## config.mk

```make
export PLATFORM = sky130hd
export DESIGN_NAME = modbus_rtu_slave_responder_core
export DESIGN_NICKNAME = d
export VERILOG_FILES = /design/src/rtl/mrs_pkg.sv /design/src/rtl/modbus_rtu_slave_responder_core.sv
export SDC_FILE = /design/constraint.sdc
export NUM_CORES = 2
export LEC_CHECK = 0
export ABC_CLOCK_PERIOD_IN_PS = 6200
export BUFFER_PORTS_ARGS = -buffer_cell sky130_fd_sc_hd__buf_4
export CORE_MARGIN = 3
export CORE_UTILIZATION = 63
export CTS_CLUSTER_SIZE = 40
export DETAILED_ROUTE_END_ITERATION = 10
export PLACE_DENSITY_LB_ADDON = 0.3
export SLEW_MARGIN = 25
export SYNTH_ARGS = -nofsm -noshare
export SYNTH_HDL_FRONTEND = slang
export SYNTH_SLANG_ARGS = --single-unit
```

## constraint.sdc

```tcl
create_clock -name i_clk -period 6.2 [get_ports i_clk]
set_input_delay 0 -clock i_clk [delete_from_list [all_inputs] [get_ports i_clk]]
set_output_delay 0 -clock i_clk [all_outputs]
set_load 0.05 [all_outputs]
```

## src/rtl/mrs_pkg.sv

```systemverilog
// Package for the Modbus RTU slave responder: beat structs, operation,
// function and register index codes, limits and the CRC-16 byte step.
// No dependencies.
`default_nettype none

package mrs_pkg;

    // Sizing defaults
    localparam int HOLDING_COUNT_DEF = 20;
    localparam int INPUT_COUNT_DEF   = 40;
    localparam int FRAME_LIMIT_DEF   = 250;
    localparam int MAX_RESULTS       = 43;

    // Reset values of the configuration registers
    localparam logic [7:0] GAP_LIMIT_RST  = 8'd20;
    localparam logic [7:0] SLAVE_ADDR_RST = 8'd10;

    // Configuration register indexes
    localparam logic [0:0] CFG_GAP_LIMIT  = 1'b0;
    localparam logic [0:0] CFG_SLAVE_ADDR = 1'b1;

    // Input operations
    localparam logic [1:0] OP_BYTE  = 2'd0;
    localparam logic [1:0] OP_ERROR = 2'd1;
    localparam logic [1:0] OP_TICK  = 2'd2;
    localparam logic [1:0] OP_LOCAL = 2'd3;

    // Function and exception codes
    localparam logic [7:0] FN_READ_HOLDING = 8'h03;
    localparam logic [7:0] FN_READ_INPUT   = 8'h04;
    localparam logic [7:0] FN_WRITE_SINGLE = 8'h06;
    localparam logic [7:0] FN_WRITE_MULTI  = 8'h10;
    localparam logic [7:0] FN_EXC_FLAG     = 8'h80;
    localparam logic [7:0] EXC_BAD_FUNC    = 8'h01;
    localparam logic [7:0] EXC_BAD_RANGE   = 8'h02;

    // Special holding registers
    localparam logic [6:0] REG_ID        = 7'd100;
    localparam logic [6:0] REG_WIDE_LO   = 7'd6;
    localparam logic [6:0] REG_MIRROR_LO = 7'd9;
    localparam logic [6:0] REG_CAL_HI    = 7'd10;
    localparam logic [6:0] REG_EVENT_END = 7'd12;

    localparam logic [15:0] CRC_INIT = 16'hffff;
    localparam logic [15:0] CRC_POLY = 16'ha001;

    typedef struct packed {
        logic [1:0]  op;
        logic [7:0]  rx_byte;
        logic [5:0]  table_index;
        logic [15:0] table_value;
    } t_in;

    typedef struct packed {
        logic        tx_valid;
        logic [7:0]  tx_first_byte;
        logic [7:0]  tx_second_byte;
        logic        tx_pair;
        logic        write_valid;
        logic [6:0]  write_register;
        logic [15:0] write_data;
        logic        calibration_request;
        logic        last;
    } t_out;

    // One byte of the reflected CRC-16
    function automatic logic [15:0] crc_step(input logic [15:0] crc, input logic [7:0] b);
        logic [15:0] c;
        c = crc ^ {8'h00, b};
        for (int n = 0; n < 8; n++) begin
            c = c[0] ? ((c >> 1) ^ CRC_POLY) : (c >> 1);
        end
        return c;
    endfunction

endpackage

`default_nettype wire

```

## src/rtl/modbus_rtu_slave_responder_core.sv

```systemverilog
// Modbus RTU slave responder top level: frame buffer memory, register
// table memory and the decode sequencer. Depends on mrs_pkg.
//
// Channel | Direction | Handshake                 | Payload
// in      | input     | i_in_valid / o_in_ready   | i_in  (mrs_pkg::t_in)
// out     | output    | o_out_valid / i_out_ready | o_out (mrs_pkg::t_out)
// cfg     | input     | i_cfg_we                  | i_cfg_index, i_cfg_data
//
// A byte, error, local write or non-closing tick is taken in the idle state.
// A closing tick on a frame of four bytes or more starts the decode
// sequencer: a CRC scan through the frame buffer port, two buffer reads per
// write-multiple event, an event for a single write, then the response bytes
// (the high byte of a table word waits on a table read).
// o_in_ready is low while the sequencer runs; the out stage stalls it.
// Reset is synchronous; table entries read as zero until written.
`default_nettype none

module modbus_rtu_slave_responder_core #(
    parameter int HOLDING_COUNT = mrs_pkg::HOLDING_COUNT_DEF,
    parameter int INPUT_COUNT   = mrs_pkg::INPUT_COUNT_DEF,
    parameter int FRAME_LIMIT   = mrs_pkg::FRAME_LIMIT_DEF
) (
    input  wire logic         i_clk,
    input  wire logic         i_rst_n,
    input  wire logic         i_in_valid,
    output logic              o_in_ready,
    input  wire mrs_pkg::t_in i_in,
    output logic              o_out_valid,
    input  wire logic         i_out_ready,
    output mrs_pkg::t_out     o_out,
    input  wire logic         i_cfg_we,
    input  wire logic [0:0]   i_cfg_index,
    input  wire logic [7:0]   i_cfg_data
);

    localparam int TABLE_SIZE = HOLDING_COUNT + INPUT_COUNT;
    localparam int TW = (TABLE_SIZE > 1) ? $clog2(TABLE_SIZE) : 1;

    typedef enum logic [3:0] {
        S_IDLE, S_CRC_WAIT, S_CRC_DATA, S_DISPATCH, S_WR_NEXT, S_WR_WAIT,
        S_WR_DATA, S_EVENT, S_TX, S_TX_WAIT, S_TX_DATA, S_CRC_LO, S_CRC_HI
    } t_state;

    t_state r_state, n_state;
    logic [7:0]  r_gap_limit, n_gap_limit;
    logic [7:0]  r_slave, n_slave;
    logic [7:0]  r_len, n_len;
    logic [7:0]  r_gap_cnt, n_gap_cnt;
    logic        r_gap_run, n_gap_run;
    logic        r_line_err, n_line_err;
    logic [7:0]  r_dlen, n_dlen;
    logic [7:0]  r_ptr, n_ptr;
    logic [15:0] r_crc, n_crc;
    logic [7:0]  r_hdr [6];
    logic [7:0]  n_hdr [6];
    logic [7:0]  r_txh [6];
    logic [7:0]  n_txh [6];
    logic [7:0]  r_tx_n, n_tx_n;
    logic [7:0]  r_tx_k, n_tx_k;
    logic        r_half, n_half;
    logic [7:0]  r_half_b, n_half_b;
    logic [15:0] r_word, n_word;
    logic        r_word_ok, n_word_ok;
    logic        r_read, n_read;
    logic        r_multi, n_multi;
    logic [6:0]  r_wr_reg, n_wr_reg;
    logic [6:0]  r_wr_left, n_wr_left;
    logic [7:0]  r_ev_hi, n_ev_hi;
    logic [7:0]  r_ev_lo, n_ev_lo;
    logic [TW-1:0] r_tab_ptr, n_tab_ptr;
    logic [5:0]  r_items, n_items;
    mrs_pkg::t_out r_out, n_out;
    logic        r_out_valid, n_out_valid;

    // Memories and their ports
    logic [7:0]  fb_mem [256];
    logic [7:0]  r_fb_q;
    logic        fb_we;
    logic [15:0] tab_mem [TABLE_SIZE];
    logic [TABLE_SIZE-1:0] r_tab_valid;
    logic [15:0] r_tab_q;
    logic        r_tab_vq;
    logic        tab_we;
    logic [TW-1:0] tab_wa;
    logic [15:0] tab_wd;

    // Combinational helpers
    logic        in_fire, out_free;
    logic        emit;
    mrs_pkg::t_out e_item;
    logic [7:0]  payload;
    logic [7:0]  gap_inc;
    logic [15:0] start16, count16;
    logic [16:0] sum17;
    logic [7:0]  fn;
    logic [7:0]  rd_b;
    logic        word_byte;
    logic [7:0]  m_k;
    logic [7:0]  tx_b;

    assign o_in_ready  = (r_state == S_IDLE);
    assign o_out_valid = r_out_valid;
    assign o_out       = r_out;
    assign in_fire     = i_in_valid && o_in_ready;
    assign out_free    = !r_out_valid || i_out_ready;
    assign payload     = r_dlen - 8'd2;
    assign start16     = {r_hdr[2], r_hdr[3]};
    assign count16     = {r_hdr[4], r_hdr[5]};
    assign sum17       = {1'b0, start16} + {1'b0, count16};
    assign fn          = r_hdr[1];
    assign rd_b        = (r_ptr < payload) ? r_fb_q : 8'h00;
    assign word_byte   = r_read && (r_tx_k >= 8'd3);
    assign m_k         = r_tx_k - 8'd3;
    assign tx_b        = word_byte ? (m_k[0] ? r_word[7:0] : r_word[15:8])
                                   : r_txh[r_tx_k[2:0]];

    // Next-state and datapath logic
    always_comb begin
        n_state = r_state; n_gap_limit = r_gap_limit; n_slave = r_slave;
        n_len = r_len; n_gap_cnt = r_gap_cnt; n_gap_run = r_gap_run;
        n_line_err = r_line_err; n_dlen = r_dlen; n_ptr = r_ptr; n_crc = r_crc;
        n_hdr = r_hdr; n_txh = r_txh; n_tx_n = r_tx_n; n_tx_k = r_tx_k;
        n_half = r_half; n_half_b = r_half_b; n_word = r_word;
        n_word_ok = r_word_ok; n_read = r_read; n_multi = r_multi;
        n_wr_reg = r_wr_reg; n_wr_left = r_wr_left; n_ev_hi = r_ev_hi;
        n_ev_lo = r_ev_lo; n_tab_ptr = r_tab_ptr; n_items = r_items;
        n_out = r_out;
        n_out_valid = r_out_valid && !i_out_ready;
        fb_we = 1'b0;
        tab_we = 1'b0;
        tab_wa = TW'(i_in.table_index);
        tab_wd = i_in.table_value;
        emit = 1'b0;
        e_item = '0;
        gap_inc = (r_gap_cnt != 8'hff) ? r_gap_cnt + 8'd1 : r_gap_cnt;

        // Take configuration writes
        if (i_cfg_we) begin
            unique case (i_cfg_index)
                mrs_pkg::CFG_GAP_LIMIT:  n_gap_limit = i_cfg_data;
                mrs_pkg::CFG_SLAVE_ADDR: n_slave = i_cfg_data;
                default: ;
            endcase
        end

        unique case (r_state)
            S_IDLE: begin
                if (in_fire) begin
                    case (i_in.op)
                        mrs_pkg::OP_BYTE: begin
                            fb_we = 1'b1;
                            if (int'(r_len) < FRAME_LIMIT) n_len = r_len + 8'd1;
                            n_gap_cnt = 8'd0;
                            n_gap_run = 1'b1;
                        end
                        mrs_pkg::OP_ERROR: begin
                            n_line_err = 1'b1;
                            n_gap_cnt = 8'd0;
                            n_gap_run = 1'b1;
                        end
                        mrs_pkg::OP_TICK: begin
                            if (r_line_err) begin
                                n_line_err = 1'b0;
                                n_gap_run = 1'b0;
                                n_gap_cnt = 8'd0;
                                n_len = 8'd0;
                            end else if (r_gap_run) begin
                                n_gap_cnt = gap_inc;
                                if (gap_inc >= r_gap_limit) begin
                                    // Close the frame and, if it holds four bytes or more, start the scan
                                    n_gap_run = 1'b0;
                                    n_gap_cnt = 8'd0;
                                    n_len = 8'd0;
                                    n_dlen = r_len;
                                    n_items = 6'd0;
                                    if (r_len >= 8'd4) begin
                                        n_ptr = 8'd0;
                                        n_crc = mrs_pkg::CRC_INIT;
                                        for (int i = 0; i < 6; i++) n_hdr[i] = 8'h00;
                                        n_state = S_CRC_WAIT;
                                    end
                                end
                            end
                        end
                        default: begin
                            if (int'(i_in.table_index) < TABLE_SIZE) tab_we = 1'b1;
                        end
                    endcase
                end
            end
            S_CRC_WAIT: n_state = S_CRC_DATA;
            S_CRC_DATA: begin
                if (r_ptr < payload) begin
                    n_crc = mrs_pkg::crc_step(r_crc, r_fb_q);
                    if (r_ptr < 8'd6) n_hdr[r_ptr[2:0]] = r_fb_q;
                    n_ptr = r_ptr + 8'd1;
                    n_state = S_CRC_WAIT;
                end else if (r_ptr == payload) begin
                    n_ptr = r_ptr + 8'd1;
                    n_state = (r_fb_q == r_crc[7:0]) ? S_CRC_WAIT : S_IDLE;
                end else begin
                    n_state = (r_fb_q == r_crc[15:8]) ? S_DISPATCH : S_IDLE;
                end
            end
            S_DISPATCH: begin
                n_tx_k = 8'd0;
                n_crc = mrs_pkg::CRC_INIT;
                n_half = 1'b0;
                n_word_ok = 1'b0;
                n_read = 1'b0;
                n_multi = 1'b0;
                n_txh[0] = r_slave;
                n_txh[1] = fn | mrs_pkg::FN_EXC_FLAG;
                n_txh[2] = mrs_pkg::EXC_BAD_RANGE;
                n_txh[3] = 8'h00;
                n_txh[4] = 8'h00;
                n_txh[5] = 8'h00;
                n_tx_n = 8'd3;
                n_state = S_TX;
                if (r_hdr[0] != r_slave) begin
                    n_state = S_IDLE;
                end else if (fn == mrs_pkg::FN_READ_HOLDING
                             || fn == mrs_pkg::FN_READ_INPUT) begin
                    if (sum17 <= ((fn == mrs_pkg::FN_READ_HOLDING)
                                  ? 17'(HOLDING_COUNT) : 17'(INPUT_COUNT))) begin
                        n_read = 1'b1;
                        n_txh[1] = fn;
                        n_txh[2] = {r_hdr[5][6:0], 1'b0};
                        n_tx_n = 8'd3 + {r_hdr[5][6:0], 1'b0};
                        n_tab_ptr = (fn == mrs_pkg::FN_READ_HOLDING)
                                    ? TW'(start16) : TW'(start16 + 16'(HOLDING_COUNT));
                    end
                end else if (fn == mrs_pkg::FN_WRITE_MULTI) begin
                    if (sum17 <= 17'(HOLDING_COUNT)) begin
                        n_txh[1] = mrs_pkg::FN_WRITE_MULTI;
                        n_txh[2] = r_hdr[2];
                        n_txh[3] = r_hdr[3];
                        n_txh[4] = r_hdr[4];
                        n_txh[5] = r_hdr[5];
                        n_tx_n = 8'd6;
                        n_multi = 1'b1;
                        n_wr_reg = start16[6:0];
                        n_wr_left = count16[6:0];
                        n_ptr = 8'd7;
                        n_state = S_WR_NEXT;
                    end
                end else if (fn == mrs_pkg::FN_WRITE_SINGLE) begin
                    if (start16 < 16'(HOLDING_COUNT) || start16 == 16'(mrs_pkg::REG_ID)) begin
                        for (int i = 0; i < 6; i++) n_txh[i] = r_hdr[i];
                        n_tx_n = 8'd6;
                        n_wr_reg = start16[6:0];
                        n_ev_hi = r_hdr[4];
                        n_ev_lo = r_hdr[5];
                        if (start16 == 16'(mrs_pkg::REG_ID)) begin
                            n_slave = r_hdr[5];
                            n_state = S_EVENT;
                        end else if (start16 < 16'(mrs_pkg::REG_EVENT_END)) begin
                            n_state = S_EVENT;
                        end
                    end
                end else begin
                    n_txh[2] = mrs_pkg::EXC_BAD_FUNC;
                end
            end
            S_WR_NEXT: begin
                if (r_wr_left == 7'd0 || r_wr_reg >= mrs_pkg::REG_EVENT_END) begin
                    n_state = S_TX;
                end else begin
                    n_state = S_WR_WAIT;
                end
            end
            S_WR_WAIT: n_state = S_WR_DATA;
            S_WR_DATA: begin
                n_ptr = r_ptr + 8'd1;
                if (r_ptr[0]) begin
                    n_ev_hi = rd_b;
                    n_state = S_WR_WAIT;
                end else begin
                    n_ev_lo = rd_b;
                    n_state = S_EVENT;
                end
            end
            S_EVENT: begin
                if (out_free) begin
                    emit = 1'b1;
                    e_item.write_valid = 1'b1;
                    e_item.write_register = r_wr_reg;
                    if (r_wr_reg < mrs_pkg::REG_WIDE_LO || r_wr_reg == mrs_pkg::REG_ID) begin
                        e_item.write_data = {8'h00, r_ev_lo};
                    end else begin
                        e_item.write_data = {r_ev_hi, r_ev_lo};
                    end
                    e_item.calibration_request = (r_wr_reg == mrs_pkg::REG_MIRROR_LO)
                                                 || (r_wr_reg == mrs_pkg::REG_CAL_HI);
                    // Mirror the calibration group into the readback table
                    if (r_wr_reg >= mrs_pkg::REG_MIRROR_LO
                        && r_wr_reg < mrs_pkg::REG_EVENT_END
                        && int'(r_wr_reg) < TABLE_SIZE) begin
                        tab_we = 1'b1;
                        tab_wa = TW'(r_wr_reg);
                        tab_wd = {r_ev_hi, r_ev_lo};
                    end
                    if (r_multi) begin
                        n_wr_reg = r_wr_reg + 7'd1;
                        n_wr_left = r_wr_left - 7'd1;
                        n_state = S_WR_NEXT;
                    end else begin
                        n_state = S_TX;
                    end
                end
            end
            S_TX: begin
                if (r_tx_k == r_tx_n) begin
                    n_state = S_CRC_LO;
                end else if (word_byte && !m_k[0] && !r_word_ok) begin
                    n_state = S_TX_WAIT;
                end else if (out_free) begin
                    n_crc = mrs_pkg::crc_step(r_crc, tx_b);
                    n_tx_k = r_tx_k + 8'd1;
                    if (word_byte && m_k[0]) begin
                        n_word_ok = 1'b0;
                        n_tab_ptr = r_tab_ptr + TW'(1);
                    end
                    if (!r_half) begin
                        n_half = 1'b1;
                        n_half_b = tx_b;
                    end else begin
                        emit = 1'b1;
                        e_item.tx_valid = 1'b1;
                        e_item.tx_first_byte = r_half_b;
                        e_item.tx_second_byte = tx_b;
                        e_item.tx_pair = 1'b1;
                        n_half = 1'b0;
                    end
                end
            end
            S_TX_WAIT: n_state = S_TX_DATA;
            S_TX_DATA: begin
                n_word = r_tab_vq ? r_tab_q : 16'h0000;
                n_word_ok = 1'b1;
                n_state = S_TX;
            end
            S_CRC_LO: begin
                if (out_free) begin
                    n_state = S_CRC_HI;
                    if (!r_half) begin
                        n_half = 1'b1;
                        n_half_b = r_crc[7:0];
                    end else begin
                        emit = 1'b1;
                        e_item.tx_valid = 1'b1;
                        e_item.tx_first_byte = r_half_b;
                        e_item.tx_second_byte = r_crc[7:0];
                        e_item.tx_pair = 1'b1;
                        n_half = 1'b0;
                    end
                end
            end
            S_CRC_HI: begin
                if (out_free) begin
                    emit = 1'b1;
                    e_item.tx_valid = 1'b1;
                    e_item.last = 1'b1;
                    if (r_half) begin
                        e_item.tx_first_byte = r_half_b;
                        e_item.tx_second_byte = r_crc[15:8];
                        e_item.tx_pair = 1'b1;
                    end else begin
                        e_item.tx_first_byte = r_crc[15:8];
                    end
                    n_half = 1'b0;
                    n_state = S_IDLE;
                end
            end
            default: n_state = S_IDLE;
        endcase

        // Load the out stage; stop at the item cap
        if (emit) begin
            n_out = e_item;
            n_out_valid = 1'b1;
            n_items = r_items + 6'd1;
            if (int'(r_items) == mrs_pkg::MAX_RESULTS - 1) begin
                n_out.last = 1'b1;
                n_half = 1'b0;
                n_state = S_IDLE;
            end
        end
    end

    // Hold state and registered outputs
    always_ff @(posedge i_clk) begin
        if (!i_rst_n) begin
            r_state     <= S_IDLE;
            r_gap_limit <= mrs_pkg::GAP_LIMIT_RST;
            r_slave     <= mrs_pkg::SLAVE_ADDR_RST;
            r_len       <= 8'd0;
            r_gap_cnt   <= 8'd0;
            r_gap_run   <= 1'b0;
            r_line_err  <= 1'b0;
            r_half      <= 1'b0;
            r_word_ok   <= 1'b0;
            r_items     <= 6'd0;
            r_out_valid <= 1'b0;
        end else begin
            r_state     <= n_state;
            r_gap_limit <= n_gap_limit;
            r_slave     <= n_slave;
            r_len       <= n_len;
            r_gap_cnt   <= n_gap_cnt;
            r_gap_run   <= n_gap_run;
            r_line_err  <= n_line_err;
            r_half      <= n_half;
            r_word_ok   <= n_word_ok;
            r_items     <= n_items;
            r_out_valid <= n_out_valid;
        end
        r_dlen    <= n_dlen;
        r_ptr     <= n_ptr;
        r_crc     <= n_crc;
        r_hdr     <= n_hdr;
        r_txh     <= n_txh;
        r_tx_n    <= n_tx_n;
        r_tx_k    <= n_tx_k;
        r_half_b  <= n_half_b;
        r_word    <= n_word;
        r_read    <= n_read;
        r_multi   <= n_multi;
        r_wr_reg  <= n_wr_reg;
        r_wr_left <= n_wr_left;
        r_ev_hi   <= n_ev_hi;
        r_ev_lo   <= n_ev_lo;
        r_tab_ptr <= n_tab_ptr;
        r_out     <= n_out;
    end

    // Frame buffer: write at the fill point, read at the scan pointer
    always_ff @(posedge i_clk) begin
        if (fb_we) fb_mem[r_len] <= i_in.rx_byte;
        r_fb_q <= fb_mem[r_ptr];
    end

    // Register table: entries read as zero until written
    always_ff @(posedge i_clk) begin
        if (tab_we) tab_mem[tab_wa] <= tab_wd;
        r_tab_q <= tab_mem[r_tab_ptr];
    end

    always_ff @(posedge i_clk) begin
        if (!i_rst_n) begin
            r_tab_valid <= '0;
            r_tab_vq    <= 1'b0;
        end else begin
            if (tab_we) r_tab_valid[tab_wa] <= 1'b1;
            r_tab_vq <= r_tab_valid[r_tab_ptr];
        end
    end

    // Checks on the sequencer
    a_idle_no_half: assert property (@(posedge i_clk) disable iff (!i_rst_n)
        (r_state == S_IDLE) |-> !r_half)
        else $error("half-filled byte pair left behind in idle");

    a_len_bound: assert property (@(posedge i_clk) disable iff (!i_rst_n)
        int'(r_len) <= FRAME_LIMIT)
        else $error("frame length beyond limit");

    a_tx_bound: assert property (@(posedge i_clk) disable iff (!i_rst_n)
        (r_state == S_TX || r_state == S_TX_WAIT || r_state == S_TX_DATA)
        |-> (r_tx_k <= r_tx_n))
        else $error("response byte index past end");

    a_kind_excl: assert property (@(posedge i_clk) disable iff (!i_rst_n)
        r_out_valid |-> !(r_out.tx_valid && r_out.write_valid))
        else $error("beat marked both response and write event");

endmodule

`default_nettype wire

```

# --- Yosys cells after proc, flatten, opt, wreduce, memory -nomap -nowiden ---
# Memory sizes are Yosys's and may differ from the RTL's. A register that Yosys moved wholly into a read port is not among the register bits.
# Cells that the tools add are included.
totals:
  in_bits: 46
  word_cells: 489
  register_bits: 358
  out_inout_bits: 46
  mem_bits_rw: 3008
  mem_count: 2
mem_list:
  columns: ["memory", "depth", "width", "read_ports", "rd_clocked_by_memory_dff", "write_ports", "line_no", "source"]
  rows:
  - ["fb_mem", 256, 8, 1, 1, 1, "modbus_rtu_slave_responder_core.sv:76", "logic [7:0] fb_mem [256];"]
  - ["tab_mem", 60, 16, 1, 1, 1, "modbus_rtu_slave_responder_core.sv:79", "logic [15:0] tab_mem [TABLE_SIZE];"]
classes:
  muxes: 245
  n_eq_ne: 65
  bitwise: 27
  n_reduce_logical: 65
  n_lt_le_gt_ge: 22
  add_sub_neg: 13
op_table:
  columns: ["cell", "n"]
  rows:
  - ["$mux W16", 33]
  - ["$mux W8", 63]
  - ["$mux W48", 10]
  - ["$mux W18", 7]
  - ["$mux W6", 19]
  - ["$mux W7", 14]
  - ["$pmux W48 S2", 1]
  - ["$pmux W8 S2", 6]
  - ["$mux W4", 23]
  - ["$mux W40", 2]
  - ["$pmux W16 S4", 1]
  - ["$or A60 B60 Y60", 1]
  - ["$pmux W18 S3", 1]
  - ["$pmux W4 S13", 1]
  - ["$bwmux W48", 1]
  - ["$mux W24", 2]
  - ["$ne A2 B2 Y1 const B", 24]
  - ["$not A2 Y3", 16]
  - ["$mux W1", 38]
  - ["$add A8 B1 Y8 const B", 4]
  - ["$eq A8 B8 Y1", 4]
  - ["$pmux W8 S4", 1]
  - ["$xor A16 B8 Y16", 2]
  - ["$pmux W7 S2", 2]
  - ["79 further kinds", 161]

# --- Depth between registers and ports, before layout ---
logic_depth:
  depth_word: 26
  depth_mapped: 16
  ltp_nobuf: 15

# --- Least setup slack after synthesis ---
# Ideal clock, no wire load.
synth_timing:
  path_type: "reg2reg"
  from: "register r_gap_cnt[0]"
  to: "register r_crc[0] (enable)"
  setup_slack_ps: 663
  required_time_ps: 5722
  period_less_slack_ps: 5537
  stages_incl_launch_ff: 14
  arrival_ps: 5059
  cell_sequence: "dfxtp_1 > ha_1 > nand2_1 > nor2_1 > nand3_1 > mux2_2 > ha_1 > a21o_1 > a21o_1 > a211oi_1 > o21a_1 > nor2_1 > a41oi_1 > a2111oi_0"
synth_between:
  elab_chain_len: 5
  elab_cells_between_ends: 6
  classes_between: "1 x add/sub; 1 x order compare; 2 x eq/ne; 1 x mux; 1 x reduce/logical"
synth_lines:
  columns: ["element", "line_no", "source"]
  rows:
  - ["from (decl)", "modbus_rtu_slave_responder_core.sv:48", "logic [7:0] r_gap_cnt, n_gap_cnt;"]
  - ["from (signal assigned)", "modbus_rtu_slave_responder_core.sv:410", "r_gap_cnt <= n_gap_cnt;"]
  - ["$add A8 B1 Y8 / $ne A8 B8 Y1 (equally long branches)", "modbus_rtu_slave_responder_core.sv:135", "gap_inc = (r_gap_cnt != 8'hff) ? r_gap_cnt + 8'd1 : r_gap_cnt;"]
  - ["$mux W8 *", "modbus_rtu_slave_responder_core.sv:135", null]
  - ["$ge A8 B8 Y1 *", "modbus_rtu_slave_responder_core.sv:169", "if (gap_inc >= r_gap_limit) begin"]
  - ["$ne A2 B1 Y1 (no source line) *", null, null]
  - ["$reduce_and A11 Y1 (no source line) *", null, null]
  - ["to (signal assigned)", "modbus_rtu_slave_responder_core.sv:420", "r_crc <= n_crc;"]
  - ["to (decl)", "modbus_rtu_slave_responder_core.sv:53", "logic [15:0] r_crc, n_crc;"]
# Every way passes the cells marked *; elsewhere a longest branch is shown, timed or not.
# A chain may end at the register's enable or synchronous reset.

# --- Final worst setup path ---
layout_timing:
  from: "register r_gap_cnt[0]"
  to: "register r_ptr[0] (enable)"
layout_between:
  elab_chain_len: 5
  elab_cells_between_ends: 6
  classes_between: "1 x add/sub; 1 x order compare; 2 x eq/ne; 1 x mux; 1 x reduce/logical"
layout_lines:
  columns: ["element", "line_no", "source"]
  rows:
  - ["$add A8 B1 Y8 / $ne A8 B8 Y1 (equally long branches)", "modbus_rtu_slave_responder_core.sv:135", null]
  - ["$mux W8 *", "modbus_rtu_slave_responder_core.sv:135", null]
  - ["$ge A8 B8 Y1 *", "modbus_rtu_slave_responder_core.sv:169", null]
  - ["$ne A2 B1 Y1 (no source line) *", null, null]
  - ["$reduce_and A12 Y1 (no source line) *", null, null]
  - ["to (signal assigned)", "modbus_rtu_slave_responder_core.sv:419", "r_ptr <= n_ptr;"]
  - ["to (decl)", "modbus_rtu_slave_responder_core.sv:52", "logic [7:0] r_ptr, n_ptr;"]
# Marked as above.

==> impl_metrics.toml <==
[critical_path]
critPathBufInv = 1
cp_data_required_time_ns = 6.77
crit-reg2reg-launch = "r_gap_cnt[0]"
family_with_the_most_delay_on_the_worst_path = "simple AND/OR/NAND/NOR gates"
worstPathMaxFanout = 8
crit_path_start_kind = "flip-flop"
critPathLaunch = "r_gap_cnt[0]"
slowest_stage = "sky130_fd_sc_hd__a21oi_1"
worst-r2r-setup-slack_ns = 1.43
arrival_ns = 5.34
timing.setup.critical_path_class = "reg -> reg"
crit_path_end_kind = "flip-flop"
critical-path-max-stage-delay_ns = 0.67
critical_path.cell_chain = "ha_1 -> nand2_1 -> nor2_1 -> nand3_1 -> mux2_2 -> ha_1 -> a21o_1 -> a21o_1 -> a211oi_1 -> o21a_1 -> nor2_1 -> buf_4 -> a41oi_1 -> or4_1 -> a21oi_1"

[power_and_ir_drop]
max-vdd-ir-drop_mv = 0.3317
power_density_nw_per_um2 = 303.6
power.static_leakage_nw = 50.27

[yosys]
synth-edff-count = 3258
netlist-cell-type-count = 84
synthDominantAreaCellType = "sky130_fd_sc_hd__edfxtp_1"
netlist.area_leader.share = 0.7263
ys_warn_count = 0
post_synth.cell_area_avg_um2 = 16.90
post_synth_instance_area_um2 = 134700
ys_async_sr_fraction = 0
synthFlopType = "sky130_fd_sc_hd__edfxtp_1"
ys_seq_area_frac = 0.7460
syn-num-nets = 8083
synth-seq-cells = 3390
count_of_mapped_cells_out_of_synthesis = 7970
yosys-top-cells-area = "sky130_fd_sc_hd__edfxtp_1, sky130_fd_sc_hd__mux4_2, sky130_fd_sc_hd__dfxtp_1"

[min_path]
hold_path_startpoint = "i_in[15]"
worst_hold_path_type = "in -> reg"

[cells_and_area]
number_of_flip_flops_under_the_largest_register_name = 2048
top_register = "fb_mem"
instances_no_fill = 11290
layout.nets = 8306
area_growth_syn_to_layout_pct = 12.03
top_registers = "fb_mem x2048, tab_mem x960, r_tab_valid x60"
postLayoutCoreUtil = 0.7108
drive_gt1_frac = 0.1695

[grt]
grt_antenna_before_repair = 33
grt_first_pass_wirelength_mm = 540.9
grt_max_degree = 195
gr-usage-all-layers = 0.3402
grt_overflow = 0
number_of_global_route_vias_before_repair = 78610

[sta]
finalMaxSlewViolations = 0
totalNegativeSetupSlack_ns = 0
finalCritPeriodShare = 0.7689
skew_ns = 0.05337
grt_setup_unrepaired = "no"
worst-slew-pin-transition_ns = 1.238
layout_min_cycle_time_ns = 4.767
postLayoutSetupSlackWorst_ns = 1.433
slew_headroom = 0.1703
holdWs_ns = 0.03903
finalHoldViolations = 0
setup_violations = 0
fmaxAchievable_mhz = 209.8

[place]
placed_cells_incl_taps = 10590
detailedPlace.worstSlack_ns = 1.461
gp_congestion = 0.9469
portBuffers = 91
detailedPlacementHpwl_mm = 211.0

[drt]
detailroute.via_count = 80270
wl_met3_mm = 57.35
routed_via_density = 7.110
detail_route.wirelength_mm = 373.3
highest-signal-layer = "met5"
post_drt_wl_per_cell_um = 33.07
post-route-drc-count = 0
met2WireLength_mm = 167.5
detail_route.first_pass.iterations = 7
drt.antenna.violating_nets = 0
initialDrtViolationCount = 13730
detail_route.wirelength.met1_mm = 132.2

[floorplanning]
dieHeight_um = 468.4
start_util = 0.6345
die_w_um = 468.4
fp.dieArea_um2 = 219400
core-area_um2 = 212300
pin_count = 92
floorplan.rows = 169

[outcome]
result_of_the_run = "complete, no violations"

[clock_tree]
clock_sinks = 3390
worst_skew_pair.late_latency_ns = 0.97
path_clk_slew_ns = 0.06
num_cts_buffers = 344
cts-root-to-sink-buffers = 4
postCtsSetupBuffers = 0
h_tree_levels = 5
cts-resized-gates = 0
tritoncts = "yes"
clock-root-buffer = "sky130_fd_sc_hd__clkbuf_16"

[run]
maxcap_viol_count = 0
cells by family (layout without fill, tap and decap cells):
kind of cell,Yosys count,in the layout,share of synthesized area
and+or+nand+nor,1514,1514,0.04826
AOI/OAI and AO/OA,1499,1499,0.07440
other,0,20,0
xor gates and xnor gates,115,115,0.007784
DFF,3390,3390,0.7460
muxes,814,814,0.1006
adders and majority gates,67,67,0.006279
buffers and inverters,571,1050,0.01674
layer usage:
| metal | vias to the layer above | GRT usage |
|---|---|---|
| met3 | 1111 | 0.1150 |
| met5 | - | 0 |
| li1 | 32150 | - |
| met2 | 6847 | 0.4985 |
| met1 | 40140 | 0.4787 |
| met4 | 28 | 0.1333 |
metrics by stage:
| step | power, mW | instance area [µm²] |
|---|---|---|
| after CTS | 45.84 | 150700 |
| final | 45.81 | 150900 |
| after global placement | 26.07 | 139200 |
| after detailed placement | 26.11 | 139200 |
| after global routing | 46.78 | 150900 |
| after floorplan | 25.70 | 134700 |
placed cells by master, fill, tap and decap left out, types with 41 or more instances in the layout:
| cell | n |
|---|---|
| sky130_fd_sc_hd__a21oi_1 | 453 |
| sky130_fd_sc_hd__a221oi_1 | 218 |
| sky130_fd_sc_hd__a22o_1 | 98 |
| sky130_fd_sc_hd__a22oi_1 | 186 |
| sky130_fd_sc_hd__a31oi_1 | 50 |
| sky130_fd_sc_hd__and2_1 | 68 |
| sky130_fd_sc_hd__buf_4 | 283 |
| sky130_fd_sc_hd__clkbuf_1 | 84 |
| sky130_fd_sc_hd__clkbuf_16 | 354 |
| sky130_fd_sc_hd__clkinv_1 | 50 |
| sky130_fd_sc_hd__clkinv_2 | 62 |
| sky130_fd_sc_hd__dfxtp_1 | 132 |
| sky130_fd_sc_hd__dlygate4sd3_1 | 76 |
| sky130_fd_sc_hd__edfxtp_1 | 3258 |
| sky130_fd_sc_hd__ha_1 | 66 |
| sky130_fd_sc_hd__mux2_2 | 134 |
| sky130_fd_sc_hd__mux2i_1 | 261 |
| sky130_fd_sc_hd__mux4_2 | 418 |
| sky130_fd_sc_hd__nand2_1 | 492 |
| sky130_fd_sc_hd__nand3_1 | 119 |
| sky130_fd_sc_hd__nor2_1 | 616 |
| sky130_fd_sc_hd__o21a_1 | 48 |
| sky130_fd_sc_hd__o21ai_0 | 232 |
| sky130_fd_sc_hd__xnor2_1 | 71 |
| sky130_fd_sc_hd__xor2_1 | 41 |
cell usage after synthesis (7+ instances only):
cell                        instances
sky130_fd_sc_hd__edfxtp_1        3258
sky130_fd_sc_hd__nor2_1           638
sky130_fd_sc_hd__nand2_1          508
sky130_fd_sc_hd__a21oi_1          453
sky130_fd_sc_hd__mux4_2           418
sky130_fd_sc_hd__clkbuf_1         378
sky130_fd_sc_hd__mux2i_1          261
sky130_fd_sc_hd__o21ai_0          234
sky130_fd_sc_hd__a221oi_1         218
sky130_fd_sc_hd__a22oi_1          186
sky130_fd_sc_hd__mux2_2           134
sky130_fd_sc_hd__dfxtp_1          132
sky130_fd_sc_hd__nand3_1          119
sky130_fd_sc_hd__a22o_1            98
sky130_fd_sc_hd__buf_1             81
sky130_fd_sc_hd__xnor2_1           71
sky130_fd_sc_hd__and2_1            69
sky130_fd_sc_hd__ha_1              66
sky130_fd_sc_hd__buf_2             59
sky130_fd_sc_hd__a31oi_1           50
sky130_fd_sc_hd__o21a_1            48
sky130_fd_sc_hd__nor3_1            43
sky130_fd_sc_hd__inv_1             42
sky130_fd_sc_hd__xor2_1            41
sky130_fd_sc_hd__o22ai_1           33
sky130_fd_sc_hd__a211oi_1          27
sky130_fd_sc_hd__nand4_1           25
sky130_fd_sc_hd__a222oi_1          20
sky130_fd_sc_hd__nand2b_1          18
sky130_fd_sc_hd__a2111oi_0         17
sky130_fd_sc_hd__a221o_1           17
sky130_fd_sc_hd__a311oi_1          16
sky130_fd_sc_hd__and3_1            16
sky130_fd_sc_hd__a21o_1            15
sky130_fd_sc_hd__o211ai_1          15
sky130_fd_sc_hd__nor2b_1           14
sky130_fd_sc_hd__or2_2             11
sky130_fd_sc_hd__nor3b_1           10
sky130_fd_sc_hd__nor4_1             9
sky130_fd_sc_hd__o221ai_1           8
sky130_fd_sc_hd__nand4b_1           7
sky130_fd_sc_hd__o22a_1             7
final timing paths:
kind | to | cells past startpoint
hold / removal | tab_mem[0][15] | 3
hold reg to reg | r_tab_valid[34] | 1
setup reg to reg | r_ptr[0] | 15
setup / recovery | r_ptr[0] | 15
final cells by class:
type | count | area, µm²
Clock inverter | 150 | 1385
Antenna cell | 20 | 50.05
Clock buffer | 452 | 9366
Inverter | 46 | 181.4
Tap cell | 2821 | 3530
Timing Repair Buffer | 402 | 3697
Fill cell | 12410 | 61400
Multi-Input combinational cell | 4009 | 32210
Sequential cell | 3390 | 100500
power breakdown:
group / internal (mW) / switching (mW) / total, mW
Sequential: 25.1 / 0.0157 / 25.1
Combinational: 0.107 / 0.495 / 0.602
Clock: 11.7 / 8.45 / 20.1
Total: 36.8 / 8.96 / 45.8
worst register-to-register path, cell delays in order, from the launching register on:
cell and delay (ns):
sky130_fd_sc_hd__dfxtp_1 0.40, sky130_fd_sc_hd__ha_1 0.24, sky130_fd_sc_hd__nand2_1 0.10, sky130_fd_sc_hd__nor2_1 0.19
sky130_fd_sc_hd__nand3_1 0.27, sky130_fd_sc_hd__mux2_2 0.36, sky130_fd_sc_hd__ha_1 0.28, sky130_fd_sc_hd__a21o_1 0.11
sky130_fd_sc_hd__a21o_1 0.11, sky130_fd_sc_hd__a211oi_1 0.07, sky130_fd_sc_hd__o21a_1 0.22, sky130_fd_sc_hd__nor2_1 0.27
sky130_fd_sc_hd__buf_4 0.21, sky130_fd_sc_hd__a41oi_1 0.24, sky130_fd_sc_hd__or4_1 0.64, sky130_fd_sc_hd__a21oi_1 0.67
timing repair:
action,in CTS,in global routing
hold buffers,76,0
endpoints found under the setup margin,0,0
hold endpoints to repair,2096,0
(Power assumes the default switching activity.)
